**config.mk**
```make
export PLATFORM = sky130hd
export DESIGN_NAME = ohlc_candle_builder_core
export DESIGN_NICKNAME = d
export VERILOG_FILES = /design/src/ocb_pkg.sv /design/src/ohlc_candle_builder_core.sv /design/src/ocb_div.sv /design/src/ocb_ctrl.sv /design/src/ocb_datapath.sv
export SDC_FILE = /design/constraint.sdc
export NUM_CORES = 2
export LEC_CHECK = 0
export ABC_CLOCK_PERIOD_IN_PS = 57600
export BUFFER_PORTS_ARGS = -buffer_cell sky130_fd_sc_hd__buf_2
export CORE_UTILIZATION = 35
export CTS_CLUSTER_SIZE = 14
export DETAILED_ROUTE_END_ITERATION = 7
export GPL_TIMING_DRIVEN = 0
export PLACE_DENSITY = 0.6
export SLEW_MARGIN = 20
export SYNTH_ARGS = -nofsm -noshare
export SYNTH_HDL_FRONTEND = slang
export SYNTH_SLANG_ARGS = --single-unit
```
**constraint.sdc**
```tcl
create_clock -name clk -period 57.6 [get_ports clk]
set_input_delay 2.88 -clock clk [delete_from_list [all_inputs] [get_ports clk]]
set_output_delay 2.88 -clock clk [all_outputs]
set_load 0.1 [all_outputs]
```
**src/ocb_pkg.sv**
```systemverilog
// Package for the OHLC candle builder: shared widths, defaults and
// controller/datapath handshake structs. No dependencies.
package ocb_pkg;

    localparam int PRICE_BITS_DEF = 40;
    localparam int COUNT_BITS_DEF = 24;
    localparam int TS_W           = 64;
    localparam int PX_W           = 40;
    localparam int AMT_W          = 32;
    localparam int VOL_W          = 48;
    localparam int LEN_W          = 48;
    localparam int OCNT_W         = 24;
    localparam int SUM_W          = 64;
    localparam logic [LEN_W-1:0] LEN_RESET = 48'd60000000;

    // controller -> datapath
    typedef struct packed {
        logic accept;
        logic start_div;
        logic load_out;
    } ocb_cmd_t;

    // datapath -> controller
    typedef struct packed {
        logic emit;
        logic div_done;
    } ocb_sts_t;

endpackage

```
**src/ohlc_candle_builder_core.sv**
```systemverilog
// Top level of the OHLC candle builder: controller plus datapath.
// Depends on ocb_pkg, ocb_ctrl, ocb_datapath, ocb_div.
//
// Channel   Signals                               Direction
// -------   -----------------------------------   ---------
// in        in_valid/in_ready, mode..amount        sink
// out       out_valid/out_ready, candle_start..    source
// cfg       cfg_valid/cfg_ready, cfg_data          sink
//
// A trade that stays in its candle, or a flush with no candle open, goes
// through without holding the input. A transaction that closes a candle holds
// the input while two bit-serial dividers form the side averages, then loads
// the output register; a stalled output holds the next emission only. Reset is
// asynchronous and clears all candle state; candle_length returns to 60000000.
module ohlc_candle_builder_core
    import ocb_pkg::*;
#(
    parameter int PRICE_BITS = PRICE_BITS_DEF,
    parameter int COUNT_BITS = COUNT_BITS_DEF
) (
    input  logic              clk,
    input  logic              rst_n,
    input  logic              cfg_valid,
    output logic              cfg_ready,
    input  logic [LEN_W-1:0]  cfg_data,
    input  logic              in_valid,
    output logic              in_ready,
    input  logic              mode,
    input  logic [TS_W-1:0]   timestamp,
    input  logic              is_buy,
    input  logic [PX_W-1:0]   price,
    input  logic [AMT_W-1:0]  amount,
    output logic              out_valid,
    input  logic              out_ready,
    output logic [TS_W-1:0]   candle_start,
    output logic [PX_W-1:0]   px_open,
    output logic [PX_W-1:0]   px_high,
    output logic [PX_W-1:0]   px_low,
    output logic [PX_W-1:0]   px_close,
    output logic [PX_W-1:0]   buy_avg_px,
    output logic [PX_W-1:0]   sell_avg_px,
    output logic [VOL_W-1:0]  buy_volume,
    output logic [VOL_W-1:0]  sell_volume,
    output logic [OCNT_W-1:0] buy_trades,
    output logic [OCNT_W-1:0] sell_trades
);

    ocb_cmd_t cmd;
    ocb_sts_t sts;

    // configuration is always taken
    assign cfg_ready = 1'b1;

    ocb_ctrl u_ctrl (
        .clk       (clk),
        .rst_n     (rst_n),
        .in_valid  (in_valid),
        .in_ready  (in_ready),
        .out_valid (out_valid),
        .out_ready (out_ready),
        .sts       (sts),
        .cmd       (cmd)
    );

    ocb_datapath #(
        .PRICE_BITS (PRICE_BITS),
        .COUNT_BITS (COUNT_BITS)
    ) u_dp (
        .clk          (clk),
        .rst_n        (rst_n),
        .cmd          (cmd),
        .sts          (sts),
        .cfg_we       (cfg_valid),
        .cfg_data     (cfg_data),
        .mode         (mode),
        .timestamp    (timestamp),
        .is_buy       (is_buy),
        .price        (price),
        .amount       (amount),
        .candle_start (candle_start),
        .px_open      (px_open),
        .px_high      (px_high),
        .px_low       (px_low),
        .px_close     (px_close),
        .buy_avg_px   (buy_avg_px),
        .sell_avg_px  (sell_avg_px),
        .buy_volume   (buy_volume),
        .sell_volume  (sell_volume),
        .buy_trades   (buy_trades),
        .sell_trades  (sell_trades)
    );

endmodule

```
**src/ocb_div.sv**
```systemverilog
// Restoring divider, one quotient bit per cycle.
// Depends on ocb_pkg.
module ocb_div
    import ocb_pkg::*;
#(
    parameter int COUNT_BITS = COUNT_BITS_DEF
) (
    input  logic                  clk,
    input  logic                  rst_n,
    input  logic                  start,
    input  logic [SUM_W-1:0]      dividend,
    input  logic [COUNT_BITS-1:0] divisor,
    output logic [SUM_W-1:0]      quotient,
    output logic                  busy
);

    logic [SUM_W-1:0]      dvd_reg, dvd_next;
    logic [COUNT_BITS-1:0] rem_reg, rem_next;
    logic [COUNT_BITS-1:0] dsr_reg, dsr_next;
    logic [6:0]            cnt_reg, cnt_next;
    logic [COUNT_BITS:0]   rem_sh;
    logic                  qbit;

    always_comb
    begin
        rem_sh   = {rem_reg, dvd_reg[SUM_W-1]};
        qbit     = (rem_sh >= {1'b0, dsr_reg});
        dvd_next = dvd_reg;
        rem_next = rem_reg;
        dsr_next = dsr_reg;
        cnt_next = cnt_reg;
        if (start)
        begin
            dvd_next = dividend;
            rem_next = '0;
            dsr_next = divisor;
            cnt_next = 7'(SUM_W);
        end
        else if (cnt_reg != 7'd0)
        begin
            // shift in one dividend bit, subtract when it fits
            rem_next = qbit ? COUNT_BITS'(rem_sh - {1'b0, dsr_reg}) : COUNT_BITS'(rem_sh);
            dvd_next = {dvd_reg[SUM_W-2:0], qbit};
            cnt_next = cnt_reg - 7'd1;
        end
    end

    always_ff @(posedge clk or negedge rst_n)
    begin
        if (!rst_n)
            cnt_reg <= '0;
        else
            cnt_reg <= cnt_next;
    end

    always_ff @(posedge clk)
    begin
        dvd_reg <= dvd_next;
        rem_reg <= rem_next;
        dsr_reg <= dsr_next;
    end

    assign quotient = dvd_reg;
    assign busy     = (cnt_reg != 7'd0);

endmodule

```
**src/ocb_ctrl.sv**
```systemverilog
// Controller for the candle builder: transaction sequencing and output valid.
// Depends on ocb_pkg.
module ocb_ctrl
    import ocb_pkg::*;
(
    input  logic     clk,
    input  logic     rst_n,
    input  logic     in_valid,
    output logic     in_ready,
    output logic     out_valid,
    input  logic     out_ready,
    input  ocb_sts_t sts,
    output ocb_cmd_t cmd
);

    typedef enum logic [2:0] {
        ST_IDLE = 3'b001,
        ST_DIV  = 3'b010,
        ST_HOLD = 3'b100
    } state_t;

    state_t state_reg, state_next;
    logic   out_valid_reg, out_valid_next;
    logic   out_free;

    always_comb
    begin
        out_free      = !out_valid_reg || out_ready;
        state_next    = state_reg;
        cmd.accept    = 1'b0;
        cmd.start_div = 1'b0;
        cmd.load_out  = 1'b0;
        case (state_reg)
            ST_IDLE:
            begin
                cmd.accept = in_valid;
                if (in_valid && sts.emit)
                begin
                    cmd.start_div = 1'b1;
                    state_next    = ST_DIV;
                end
            end
            ST_DIV:
            begin
                if (sts.div_done)
                begin
                    if (out_free)
                    begin
                        cmd.load_out = 1'b1;
                        state_next   = ST_IDLE;
                    end
                    else
                        state_next = ST_HOLD;
                end
            end
            ST_HOLD:
            begin
                if (out_free)
                begin
                    cmd.load_out = 1'b1;
                    state_next   = ST_IDLE;
                end
            end
            default: state_next = ST_IDLE;
        endcase
        out_valid_next = cmd.load_out ? 1'b1 : (out_ready ? 1'b0 : out_valid_reg);
    end

    always_ff @(posedge clk or negedge rst_n)
    begin
        if (!rst_n)
        begin
            state_reg     <= ST_IDLE;
            out_valid_reg <= 1'b0;
        end
        else
        begin
            state_reg     <= state_next;
            out_valid_reg <= out_valid_next;
        end
    end

    assign in_ready  = (state_reg == ST_IDLE);
    assign out_valid = out_valid_reg;

endmodule

```
**src/ocb_datapath.sv**
```systemverilog
// Datapath for the candle builder: candle state, emission snapshot, two
// dividers for the side averages, output registers. Depends on ocb_pkg, ocb_div.
module ocb_datapath
    import ocb_pkg::*;
#(
    parameter int PRICE_BITS = PRICE_BITS_DEF,
    parameter int COUNT_BITS = COUNT_BITS_DEF
) (
    input  logic              clk,
    input  logic              rst_n,
    input  ocb_cmd_t          cmd,
    output ocb_sts_t          sts,
    input  logic              cfg_we,
    input  logic [LEN_W-1:0]  cfg_data,
    input  logic              mode,
    input  logic [TS_W-1:0]   timestamp,
    input  logic              is_buy,
    input  logic [PX_W-1:0]   price,
    input  logic [AMT_W-1:0]  amount,
    output logic [TS_W-1:0]   candle_start,
    output logic [PX_W-1:0]   px_open,
    output logic [PX_W-1:0]   px_high,
    output logic [PX_W-1:0]   px_low,
    output logic [PX_W-1:0]   px_close,
    output logic [PX_W-1:0]   buy_avg_px,
    output logic [PX_W-1:0]   sell_avg_px,
    output logic [VOL_W-1:0]  buy_volume,
    output logic [VOL_W-1:0]  sell_volume,
    output logic [OCNT_W-1:0] buy_trades,
    output logic [OCNT_W-1:0] sell_trades
);

    localparam int PW = PRICE_BITS;
    localparam int CW = COUNT_BITS;
    localparam logic [CW-1:0] CNT_MAX = '1;

    logic [LEN_W-1:0] len_reg;
    logic             active_reg, active_next;
    logic [TS_W-1:0]  start_reg, start_next, end_reg, end_next;
    logic [PW-1:0]    first_reg, first_next, max_reg, max_next;
    logic [PW-1:0]    min_reg, min_next, last_reg, last_next;
    logic [CW-1:0]    bcnt_reg, bcnt_next, scnt_reg, scnt_next;
    logic [SUM_W-1:0] bsum_reg, bsum_next, ssum_reg, ssum_next;
    logic [VOL_W-1:0] bvol_reg, bvol_next, svol_reg, svol_next;

    // snapshot of the candle being emitted
    logic [TS_W-1:0]  s_start_reg;
    logic [PW-1:0]    s_first_reg, s_max_reg, s_min_reg, s_last_reg;
    logic [CW-1:0]    s_bcnt_reg, s_scnt_reg;
    logic [VOL_W-1:0] s_bvol_reg, s_svol_reg;

    logic [PW-1:0]    px;
    logic             late, opening, fresh;
    logic [TS_W:0]    e1_raw, e2_raw;
    logic [TS_W-1:0]  e1, open_t;
    logic [PW-1:0]    b_first, b_max, b_min;
    logic [CW-1:0]    b_bcnt, b_scnt;
    logic [SUM_W-1:0] b_bsum, b_ssum;
    logic [VOL_W-1:0] b_bvol, b_svol;
    logic [SUM_W:0]   sum_add;
    logic [VOL_W:0]   vol_add;
    logic [SUM_W-1:0] q_buy, q_sell;
    logic             busy_buy, busy_sell;

    always_comb
    begin
        px      = PW'(price);
        late    = active_reg && (timestamp > end_reg);
        opening = !active_reg || late;
        e1_raw  = {1'b0, end_reg} + {{(TS_W+1-LEN_W){1'b0}}, len_reg};
        e1      = e1_raw[TS_W] ? '1 : e1_raw[TS_W-1:0];
        open_t  = (!active_reg || timestamp > e1) ? timestamp : end_reg;
        e2_raw  = {1'b0, open_t} + {{(TS_W+1-LEN_W){1'b0}}, len_reg};

        sts.emit     = mode ? active_reg : late;
        sts.div_done = !busy_buy && !busy_sell;

        b_first = opening ? '0 : first_reg;
        b_max   = opening ? '0 : max_reg;
        b_min   = opening ? '0 : min_reg;
        b_bcnt  = opening ? '0 : bcnt_reg;
        b_scnt  = opening ? '0 : scnt_reg;
        b_bsum  = opening ? '0 : bsum_reg;
        b_ssum  = opening ? '0 : ssum_reg;
        b_bvol  = opening ? '0 : bvol_reg;
        b_svol  = opening ? '0 : svol_reg;
        // no trade yet in this candle: a count is nonzero after any trade
        fresh   = (b_bcnt == '0) && (b_scnt == '0);

        sum_add = {1'b0, (is_buy ? b_bsum : b_ssum)} + {{(SUM_W+1-PW){1'b0}}, px};
        vol_add = {1'b0, (is_buy ? b_bvol : b_svol)} + {{(VOL_W+1-AMT_W){1'b0}}, amount};

        active_next = active_reg;
        start_next  = start_reg;
        end_next    = end_reg;
        first_next  = first_reg;
        max_next    = max_reg;
        min_next    = min_reg;
        last_next   = last_reg;
        bcnt_next   = bcnt_reg;
        scnt_next   = scnt_reg;
        bsum_next   = bsum_reg;
        ssum_next   = ssum_reg;
        bvol_next   = bvol_reg;
        svol_next   = svol_reg;

        if (cmd.accept)
        begin
            if (mode)
                active_next = 1'b0;
            else
            begin
                active_next = 1'b1;
                if (opening)
                begin
                    start_next = open_t;
                    end_next   = e2_raw[TS_W] ? '1 : e2_raw[TS_W-1:0];
                end
                first_next = fresh ? px : b_first;
                max_next   = (fresh || px > b_max) ? px : b_max;
                min_next   = (fresh || px < b_min) ? px : b_min;
                last_next  = px;
                bcnt_next  = b_bcnt;
                scnt_next  = b_scnt;
                bsum_next  = b_bsum;
                ssum_next  = b_ssum;
                bvol_next  = b_bvol;
                svol_next  = b_svol;
                if (is_buy)
                begin
                    bcnt_next = (b_bcnt == CNT_MAX) ? b_bcnt : b_bcnt + CW'(1);
                    bsum_next = sum_add[SUM_W] ? '1 : sum_add[SUM_W-1:0];
                    bvol_next = vol_add[VOL_W] ? '1 : vol_add[VOL_W-1:0];
                end
                else
                begin
                    scnt_next = (b_scnt == CNT_MAX) ? b_scnt : b_scnt + CW'(1);
                    ssum_next = sum_add[SUM_W] ? '1 : sum_add[SUM_W-1:0];
                    svol_next = vol_add[VOL_W] ? '1 : vol_add[VOL_W-1:0];
                end
            end
        end
    end

    always_ff @(posedge clk or negedge rst_n)
    begin
        if (!rst_n)
        begin
            len_reg    <= LEN_RESET;
            active_reg <= 1'b0;
            start_reg  <= '0;
            end_reg    <= '0;
            first_reg  <= '0;
            max_reg    <= '0;
            min_reg    <= '0;
            last_reg   <= '0;
            bcnt_reg   <= '0;
            scnt_reg   <= '0;
            bsum_reg   <= '0;
            ssum_reg   <= '0;
            bvol_reg   <= '0;
            svol_reg   <= '0;
        end
        else
        begin
            if (cfg_we)
                len_reg <= cfg_data;
            active_reg <= active_next;
            start_reg  <= start_next;
            end_reg    <= end_next;
            first_reg  <= first_next;
            max_reg    <= max_next;
            min_reg    <= min_next;
            last_reg   <= last_next;
            bcnt_reg   <= bcnt_next;
            scnt_reg   <= scnt_next;
            bsum_reg   <= bsum_next;
            ssum_reg   <= ssum_next;
            bvol_reg   <= bvol_next;
            svol_reg   <= svol_next;
        end
    end

    // capture the finished candle while the live state moves on
    always_ff @(posedge clk)
    begin
        if (cmd.start_div)
        begin
            s_start_reg <= start_reg;
            s_first_reg <= first_reg;
            s_max_reg   <= max_reg;
            s_min_reg   <= min_reg;
            s_last_reg  <= last_reg;
            s_bcnt_reg  <= bcnt_reg;
            s_scnt_reg  <= scnt_reg;
            s_bvol_reg  <= bvol_reg;
            s_svol_reg  <= svol_reg;
        end
    end

    ocb_div #(.COUNT_BITS(CW)) u_div_buy (
        .clk      (clk),
        .rst_n    (rst_n),
        .start    (cmd.start_div),
        .dividend (bsum_reg),
        .divisor  (bcnt_reg),
        .quotient (q_buy),
        .busy     (busy_buy)
    );

    ocb_div #(.COUNT_BITS(CW)) u_div_sell (
        .clk      (clk),
        .rst_n    (rst_n),
        .start    (cmd.start_div),
        .dividend (ssum_reg),
        .divisor  (scnt_reg),
        .quotient (q_sell),
        .busy     (busy_sell)
    );

    function automatic logic [PX_W-1:0] avg_px(input logic [SUM_W-1:0] q,
                                               input logic [CW-1:0] c);
        logic [SUM_W-1:0] qc;
        begin
            qc = ((q >> PW) != '0) ? SUM_W'({PW{1'b1}}) : q;
            avg_px = (c == '0) ? '0 : PX_W'(qc);
        end
    endfunction

    function automatic logic [OCNT_W-1:0] out_cnt(input logic [CW-1:0] c);
        begin
            out_cnt = (SUM_W'(c) > SUM_W'({OCNT_W{1'b1}})) ? '1 : OCNT_W'(c);
        end
    endfunction

    always_ff @(posedge clk)
    begin
        if (cmd.load_out)
        begin
            candle_start <= s_start_reg;
            px_open      <= PX_W'(s_first_reg);
            px_high      <= PX_W'(s_max_reg);
            px_low       <= PX_W'(s_min_reg);
            px_close     <= PX_W'(s_last_reg);
            buy_avg_px   <= avg_px(q_buy, s_bcnt_reg);
            sell_avg_px  <= avg_px(q_sell, s_scnt_reg);
            buy_volume   <= s_bvol_reg;
            sell_volume  <= s_svol_reg;
            buy_trades   <= out_cnt(s_bcnt_reg);
            sell_trades  <= out_cnt(s_scnt_reg);
        end
    end

endmodule
```
; Yosys cells after proc, flatten, opt, wreduce, memory -nomap -nowiden
; Index checks and enable logic that the tools add are counted.
[word_totals]
register_bits = 1619
latchBits = 0
mem_bits_rw = 0
mem_bits_ro = 0
inputBits = 191
output_inout_bits = 451
word_cells = 149
n_memories = 0
[classes]
addsub = 10
mul = 0
n_div = 0
n_lt_le_gt_ge = 6
eq_ne = 8
shift = 0
mux = 53
bitwise = 1
n_reduce_logical = 29
[op_table]
columns = cell, n
row1 = two-way mux 64 bit, 13
row2 = two-way mux 40 bit, 8
row3 = two-way mux 48 bit, 6
row4 = two-way mux 24 bit, 8
row5 = adder 64 x 48 -> 65 bit, 2
row6 = > comparator 64 bit, 2
row7 = nonzero test 64 bit, 2
row8 = zero test 24 bit, 4
row9 = adder 64 x 40 -> 65 bit, 1
row10 = >= comparator 25 x 24 -> 1 bit, 2
row11 = adder 48 x 32 -> 49 bit, 1
row12 = adder 24 x 1 -> 24 bit (second input constant), 2
row13 = equality test 24 bit (second input constant), 2
row14 = subtractor 24 bit, 2
row15 = > comparator 40 bit, 1
row16 = < comparator 40 bit, 1
row17 = two-way mux 7 bit, 4
row18 = nonzero test 7 bit, 2
row19 = subtractor 7 x 1 -> 7 bit (second input constant), 2
row20 = two-way mux 3 bit, 4
row21 = one-hot mux 3 bit (3 select lines), 1
row22 = AND reduction 3 bit, 3
row23 = nonzero test 2 bit, 4
row24 = two-way mux 1 bit, 7
row25 = other kinds (12), 23

; Longest topological paths before layout
[depth]
ltp_word = 8
depth_mapped = 43
depth_no_buf = 37

; Modules after synthesis
; Synthesis repeated with hierarchy kept, for this count alone.
[hier_totals]
cells_unflattened = 6978
area_unflattened_um2 = 80309.5
[modules_own_cells]
columns = module, instances, cells_per_inst, area_each_um2, seq_area_each_um2
row1 = ocb_datapath, 1, 5937, 67771.2, 39755.6
row2 = ocb_div at u_dp.u_div_sell, 1, 527, 6244.7, 3298.2
row3 = ocb_div at u_dp.u_div_buy, 1, 490, 6057.1, 3298.2
row4 = ocb_ctrl, 1, 22, 225.2, 101.3
row5 = ohlc_candle_builder_core, 1, 2, 11.3, 0.0

; Worst setup path after synthesis
; Ideal clock, no wire load.
[synth_timing]
kind = in2reg
startpoint = input port out_ready
endpoint = register u_dp.buy_avg_px[0] (enable)
arrival_time_ns = 22.543
required_ns = 56.278
setup_slack_ns = 33.736
cell_stages = 2
path_buffers = 0
path_cell_list = nand2b_1 nor2b_1
[synth_rtl]
columns = element, line_no
row1 = start: declaration, ohlc_candle_builder_core.sv:34  ; input logic out_ready,
row2 = end signal: assignment, ocb_datapath.sv:245  ; buy_avg_px <= avg_px(q_buy, s_bcnt_reg);
row3 = end: declaration, ocb_datapath.sv:25  ; output logic [PX_W-1:0] buy_avg_px,

; Worst setup path in the final report
[layout_timing]
startpoint = register u_dp.end_reg[0]
endpoint = register u_dp.end_reg[47]
[layout_between]
elab_chain_len = 7
elab_cells_between_ends = 11
classes_between = add/sub (2) / order compare (2) / mux (3) / reduce/logical (4)
[layout_lines]
columns = element, line_no
row1 = start: declaration, ocb_datapath.sv:39  ; logic [TS_W-1:0] start_reg, start_next, end_reg, end_next;
row2 = start signal: assignment, ocb_datapath.sv:170  ; end_reg <= end_next;
row3 = adder 64 x 48 -> 65 bit, ocb_datapath.sv:70  ; e1_raw = {1'b0, end_reg} + {{(TS_W+1-LEN_W){1'b0}}, len_reg};
row4 = two-way mux 64 bit, ocb_datapath.sv:71  ; e1 = e1_raw[TS_W] ? '1 : e1_raw[TS_W-1:0];
row5 = > comparator 64 bit, ocb_datapath.sv:72  ; open_t = (!active_reg || timestamp > e1) ? timestamp : end_reg;
row6 = logical OR 1 bit, ocb_datapath.sv:72
row7 = two-way mux 64 bit, ocb_datapath.sv:72
row8 = named net u_dp.open_t[7], ocb_datapath.sv:55  ; logic [TS_W-1:0] e1, open_t;
row9 = adder 64 x 48 -> 65 bit, ocb_datapath.sv:73  ; e2_raw = {1'b0, open_t} + {{(TS_W+1-LEN_W){1'b0}}, len_reg};
row10 = two-way mux 64 bit, ocb_datapath.sv:117  ; end_next = e2_raw[TS_W] ? '1 : e2_raw[TS_W-1:0];
; The timed path passes the listed nets, and every way through them passes these cells.
; A chain may end at the register's enable or synchronous reset.

==> flow_summary.ini <==
[global_route]
grt_overflow_total = 0
grt_pass1_vias = 57400
grt_max_degree = 96
antenna_found_initial = 44
grt_pass1_wl_um = 382000
grtUsageTotal_pct = 23.1

[placement]
dp.cells = 10300
dpl_cell_area_um2 = 85300
detailed_place_hpwl_um = 199000
portBuffers = 639
gp_congestion = 0.939

[synthesis]
synth_edf_count = 944
ys.flop_type = edfxtp_1
synth_area_leaders = edfxtp_1 (37%), dfrtp_1 (20%), ha_1 (6.9%)
synth-seq-cells = 1619
syn_area_um2 = 77500
synth_cells = 6710
synth_top_area_share_pct = 36.6
ys_types = 97
synth_top_area_cell = edfxtp_1
syn_nets = 7336
postSynthAreaPerCell_um2 = 11.5
async_flop_share_pct = 38.7
ys_warn_count = 0
ys_seq_area_share_pct = 58.1

[worst_setup_path]
crit_path_start_kind = register
cpMaxStageDelayCell = a2111oi_0
crit_top_cell = o21ai_0
crit_start = u_dp.end_reg[0]
reg2reg_depth = 39
timing.rr.start = u_dp.end_reg[0]
endpoint = u_dp.end_reg[47]
cp-end-kind = register
r2r_end = u_dp.end_reg[47]
path_max_fanout = 10
critPathRequiredTime_ns = 58.32
r2r_slack_ns = 42.87
arrival_ns = 15.45
crit_type = reg -> reg
slowest_delay_ns = 0.89

[power_and_ir_drop]
p_per_area_nw_per_um2 = 49.9
ir_drop_mv = 0.0329
total_leakage_power_nw = 38.0

[flow_run]
max_cap_violations = 0

[floorplan]
rows = 172
start_util_pct = 35.3
core_um2 = 220000
die_w_um = 472
die_y_um = 472
dieArea_um2 = 223000
io_pins = 642

[clock_tree]
cts_buffers = 180
cts_setup_buffers = 0
cts_resized = 0
clkLatencyLatePin_ns = 0.88
cts_root_buf = clkbuf_16
clk_pin_slew_ns = 0.06
cts-hold-fix-buffers = 0
clockBufferDepth = 3
cts_max_level = 4
cts_sinks = 1619
cts_tree = yes

[timing]
rsz0062_at_grt = false
slew_headroom_pct = 16.0
finalSetupViolations = 0
finalHoldViolCount = 0
fin_setup_tns_ns = 0
worst_pin_slew_ns = 1.26
fin_skew_ns = 0.0966
fmax_mhz = 67.9
fin_crit_sh_pct = 25.6
slew_viol_final = 0
period_minus_slack_ns = 14.73

[min_path]
min_path_type = reg -> reg
min_from = u_dp.s_bvol_reg[9]

[status]
status = finished clean

[detailed_routing]
drc = 0
via_per_inst = 5.41
vias = 57900
drt_iter0_markers = 4960
wl_per_cell_um = 24.6
drt_wl_total_um = 263000
first_pass_iters = 6
ant_nets = 0

[finish]
ff_latch_area_um2 = 45000
multiInputGateArea_um2 = 30500
fin_area_um2 = 91600
instances_no_fill = 10700
layout-drive-gt1-share_pct = 16.6
area_growth_pct = 18.2
nets = 8195
fillCellCount = 20800
==> final cells by class <==
cell class                 instances  share of cell area, %
sequential                      1619                   49.2
multi-input combinational       4599                   33.3
clock buffer                     239                   5.46
timing repair buffer             677                   4.42
tap                             2958                   4.04
clock inverter                   103                   1.38
buffer                           296                   1.35
inverter                         196                  0.809
antenna                           12                 0.0328
==> per-layer routing <==
metal,vias up,GRT usage [%],part of all wire (%)
met4,46,10.7,4.8
met3,559,5.73,8.0
met5,-,0,0.10
met1,28600,29.3,41
li1,26500,-,-
met2,2243,37.0,46
==> where the power goes <==
part           switching (mW)  total, mW  internal [mW]
combinational           0.986       1.60          0.618
sequential              0.201       1.77           1.57
clock                   0.511       1.20          0.688
==> cell usage after synthesis (46+ instances only) <==
library cell	count
mux2i_1	123
o21a_1	122
xor2_1	106
nor4_1	66
buf_2	51
inv_1	196
clkbuf_1	202
o211ai_1	50
nor3_1	77
dfxtp_1	48
edfxtp_1	944
a21o_1	216
xnor2_1	131
a22o_1	101
a21oi_1	318
nor2_1	585
and3_1	49
a31oi_1	46
nand2_1	718
o21ai_0	445
a211oi_1	61
nand3_1	182
ha_1	429
nand4_1	105
mux2_2	182
dfrtp_1	616
==> critical path: cells and delay by family (launching register included) <==
family	cells	cell delay [ns]
buffers and inverters	7	3.25
and+or+nand+nor	11	3.14
DFF	1	0.41
adders and majority gates	4	1.30
AOI/OAI and AO/OA	17	6.44
==> metrics by stage <==
step | hold slack [ns] | utilization (%) | setup WS (ns) | total power, mW
finish | 0.380 | 41.7 | 42.87 | 4.57
global route | 0.387 | 41.7 | 42.06 | 4.84
CTS | 0.384 | 41.7 | 42.91 | 4.59
detailed placement | 0.405 | 38.8 | 43.00 | 3.37
global placement | 0.401 | 38.4 | 22.83 | 3.34
floorplan | 0.400 | - | 33.74 | 2.84
==> logic make-up after synthesis <==
group / share of synthesized area (%)
muxes: 4.24
AOI/OAI and AO/OA: 13.9
and+or+nand+nor: 11.5
other: 0.00484
buffers and inverters: 2.51
DFF: 58.1
adders and majority gates: 7.08
xor gates and xnor gates: 2.68
==> worst min path at each step <==
stage	endpoint	slack [ns]	depth (start not counted)
final	u_dp.buy_volume[9]	0.38	0
after global routing	u_dp.buy_volume[9]	0.39	0
after CTS	u_dp.buy_volume[9]	0.38	0
after detailed placement	u_dp.buy_volume[1]	0.40	0
after global placement	u_dp.px_high[23]	0.40	0
after floorplan	u_dp.buy_volume[0]	0.40	0
==> cells in the final DEF, fill, tap and decap left out, types with 183 or more instances in the layout <==
cell	n
o21ai_0	445
dfrtp_1	616
buf_2	692
a21o_1	216
edfxtp_1	944
inv_1	194
a21oi_1	318
nor2_1	583
ha_1	429
clkbuf_16	183
clkbuf_1	226
nand2_1	718
Note: power is estimated with default switching activity, not from simulation.
